### config.mk
export PLATFORM = sky130hd
export DESIGN_NAME = cdll_ram
export DESIGN_NICKNAME = d
export VERILOG_FILES = /design/src/rtl/cdll_ram.sv
export SDC_FILE = /design/constraint.sdc
export NUM_CORES = 2
export LEC_CHECK = 0
export BUFFER_PORTS_ARGS = -buffer_cell sky130_fd_sc_hd__buf_2
export CAP_MARGIN = 20
export CORE_ASPECT_RATIO = 1.5
export CORE_MARGIN = 2
export CORE_UTILIZATION = 35
export DETAILED_ROUTE_END_ITERATION = 16
export PLACE_DENSITY = 0.56
export REMOVE_ABC_BUFFERS = 1
export SLEW_MARGIN = 10
export SYNTH_ARGS = -nofsm -noshare
export SYNTH_HDL_FRONTEND = slang
export SYNTH_SLANG_ARGS = --single-unit
### constraint.sdc
create_clock -name clk -period 2.4 [get_ports clk]
set_clock_uncertainty 0.2 [all_clocks]
set_input_delay 0.48 -clock clk [delete_from_list [all_inputs] [get_ports clk]]
set_output_delay 0.48 -clock clk [all_outputs]
set_load 0.005 [all_outputs]
### src/rtl/cdll_ram.sv
// generic single write, single registered read memory
module cdll_ram #(
  parameter int WIDTH = 8,
  parameter int DEPTH = 256
) (
  input  logic                     clk,
  input  logic                     we,
  input  logic [$clog2(DEPTH)-1:0] waddr,
  input  logic [WIDTH-1:0]         wdata,
  input  logic [$clog2(DEPTH)-1:0] raddr,
  output logic [WIDTH-1:0]         rdata
);

  logic [WIDTH-1:0] mem [DEPTH];

  always_ff @(posedge clk) begin
    if (we) begin
      mem[waddr] <= wdata;
    end
  end

  always_ff @(posedge clk) begin
    rdata <= mem[raddr];
  end

endmodule

After elaboration in Yosys (flattened, before gate mapping) --
Memory sizes are Yosys's and may differ from the RTL's. A register that Yosys moved wholly into a read port is not among the register bits. Cells that the tools add are included.
Word-level totals: flip-flop bits (word level) 0, bits in writable memories 2048, input bits 26, word-level logic and storage cells 3, memories 1
Memories:
- mem | words 256, width 8, rd ports 1, clocked after Yosys merged registers in 1, write ports 1, line 14 | logic [WIDTH-1:0] mem [DEPTH];
Cells by class: multiplexer cells 2
Operators with widths (number):
- $mux W1 | 2

Longest topological paths before layout --
depth in word-level cells 2, depth in mapped cells 11, depth with buffers taken out 6

Worst setup path before layout --
OpenSTA, ideal clock, no wires.
kind input-to-reg, from in raddr[0], to reg rdata[2] (read register of mem), library setup time 0.131 ns, data arrival time 2.287 ns, required time 2.069 ns, setup slack -0.218 ns, stages on the path 9, buffers on the path 4, cell sequence buf_6 buf_12 buf_8 buf_2 mux4_2 a22oi_1 a21oi_1 nor4_1 nor4_2
RTL lines:
- from (decl) | line 10 | input logic [$clog2(DEPTH)-1:0] raddr,
- to (decl) | line 11 | output logic [WIDTH-1:0] rdata

==> reports/metrics.yaml <==
yosys:
  syn_area_per_cell_um2: 21.3
  synth_edf_count: 2048
  ys_types: 55
  yosys_warnings: 0
  ys_seq_area_frac: 0.775
  synth_async_sr_flop_share: 0
  synth.ff_latch_count: 2056
  syn-instance-count: 3733
  synth_ff_type: "edfxtp_1"
  synth_area_um2: 79600
global_routing:
  grt_pass1_vias: 42600
  grt_overflow_total: 0
  grt.total_usage: 0.189
  antenna_found_initial: 10
  grt_pass1_wl_um: 312000
  grt_max_degree: 90
placement:
  io_buffers: 33
  globalplace.congestion: 0.850
  placed_area_um2: 89200
  place_inst: 7318
  dp_hpwl_um: 147000
detailed_routing:
  vias: 40600
  drc: 0
  wl_per_cell_um: 28.6
  vias_per_cell: 5.29
  totalWireLength_um: 220000
  ant_nets: 0
  firstDrtPassIters: 6
  drt-initial-drc-count: 3870
sta:
  period_minus_slack_ns: 2.53
  fmax_mhz: 396
  worst_slew_pin_slew_ns: 0.738
  setup_viol: 7
  slew_headroom: 0.508
  fin_hold_ws_ns: 0.169
  setup_ws_ns: -0.128
  rsz0062_at_grt: "yes"
  fin_crit_sh: 1.05
  maxSlewViolCount: 0
  hold_viol: 0
pwr:
  pwr_density_cell_nw_per_um2: 780
  finalPower_mw: 74.9
  vdd_drop_max_v: 0.000576
  p_leak_nw: 31.0
run:
  cap_violations: 0
cts:
  cts-buffers-inserted: 185
  clock-sinks: 2056
  htreeDepth: 4
  cts_tree: "yes"
  clock_tree.buffer_depth: 4
  path_clk_slew_ns: 0.07
  cts_root_buffer: "clkbuf_16"
  clk_latency_ns: 0.85
finish:
  nets: 4519
  post-route-util: 0.424
  syn2layout_area_growth_pct: 20.7
  n_fill_cell: 19500
  drive_gt1_frac: 0.343
  final_cells: 7670
  fin_area_um2: 96000
worst_hold_path:
  hp-class: "in -> reg"
setup_path:
  critPathKind: "in -> reg"
  cp.arrival_ns: 3.06
  cp_max_fo: 14
  critPathLaunchType: "input pin"
  crit_required_ns: 2.93
  crit_path_end_kind: "flip-flop"
run_status:
  outcome: "finished with violations"
  violations: "setup timing"
die:
  core_um2: 226000
  initial_core_util: 0.352
  ios: 34
  die_h_um: 588
  dieWidth_um: 393
  dieArea_um2: 231000
  rows: 214
## power by group
group	leakage [nW]	switching, mW	internal (mW)
Combinational	9.48	2.66	1.85
Sequential	18.5	0.0919	39.6
Clock	3.01	13.0	17.7
Total	31.0	15.8	59.1
## kinds of logic (layout without fill, tap and decap cells)
logic type | count (synthesis) | after routing | share of synthesized area
buf+inv | 235 | 1139 | 0.0183
mux | 591 | 591 | 0.146
simple gates | 466 | 466 | 0.0263
flops | 2056 | 2056 | 0.775
other cells | 0 | 9 | 0
compound gates | 385 | 385 | 0.0342
## sequential cells by signal, indices dropped and copies added, names as in the netlist
signal  cells
mem      2048
rdata       8
## worst paths after layout
| kind | slack [ns] | startpoint | depth (start not counted) | to |
|---|---|---|---|---|
| max reg2reg | -0.12 | mem[135][7] | 7 | rdata[7] |
| max | -0.13 | raddr[0] | 12 | rdata[7] |
| min | 0.17 | waddr[0] | 4 | mem[243][7] |
| min reg2reg | 0.93 | mem[60][3] | 6 | rdata[3] |
## metal layers
layer  share of wire  up-vias  GRT usage
li1                -    17200          -
met4           0.043        6     0.0746
met1            0.36    21800      0.222
met3           0.050      365     0.0213
met2            0.54     1203      0.348
met5         0.00018        -          0
## worst max-delay path, stage by stage
cell       delay, ns
buf_8           0.14
buf_16          0.18
buf_12          0.15
buf_4           0.12
mux4_2          0.32
o22a_1          0.22
o21ai_0         0.14
buf_4           0.17
a2111oi_2       0.51
nor3_4          0.14
buf_4           0.17
nor4_1          0.23
## synthesized netlist by cell type (13+ instances only)
cell      instances  area share
a211oi_1         16      0.0015
a22oi_1         133       0.013
buf_1            22      0.0010
buf_6            21      0.0030
buf_4            27      0.0025
nand3_1          34      0.0021
o22ai_1          28      0.0022
nand2_1          33      0.0016
nor4_1           24      0.0019
buf_2            31      0.0020
nor2b_1          31      0.0024
nor3_1           22      0.0014
mux4_2          454        0.13
buf_8            13      0.0025
a221oi_1         13      0.0014
mux2i_1         134       0.017
a21oi_1          96      0.0060
o221ai_1         46      0.0051
edfxtp_1       2048        0.77
clkbuf_1        111      0.0052
nor2_1          282       0.013
## layout make-up
type                       count  area (um2)  share of cell area
multi-input combinational   1442       16900               0.176
sequential                  2056       61700               0.642
timing repair buffer         806        7410              0.0772
clock buffer                 223        4910              0.0511
antenna                        9        22.5            0.000235
inverter                       2        7.51           0.0000782
tap                         3024        3780              0.0394
clock inverter               108        1280              0.0133
## placed cells by master (no fill, tap or decap), types with 29 or more instances in the layout
master	count
clkbuf_16	189
edfxtp_1	2048
a21oi_1	94
mux4_2	454
buf_4	655
clkinv_1	42
mux2i_1	134
buf_12	95
bufinv_16	29
nand2_1	33
clkbuf_1	29
a22oi_1	127
nor2_1	277
o221ai_1	46
## per-stage QoR
step                      TNS [ns]  setup slack (ns)
after floorplan              -5.18            -0.688
after CTS                   -0.794            -0.176
after global routing        -0.624            -0.147
final                       -0.492            -0.128
after detailed placement    -10.42             -1.66
after global placement      -11.92             -2.09
## timing repair
| item | in CTS | in global routing |
|---|---|---|
| hold buffers | 8 | 0 |
| resized for setup | 55 | 34 |
| pin swaps | 11 | 9 |
| setup buffers | 0 | 4 |
| hold endpoints to repair | 208 | 0 |
| gates cloned | 1 | 0 |
| setup endpoints to repair | 9 | 8 |
Power figures use the tool's default switching activity.
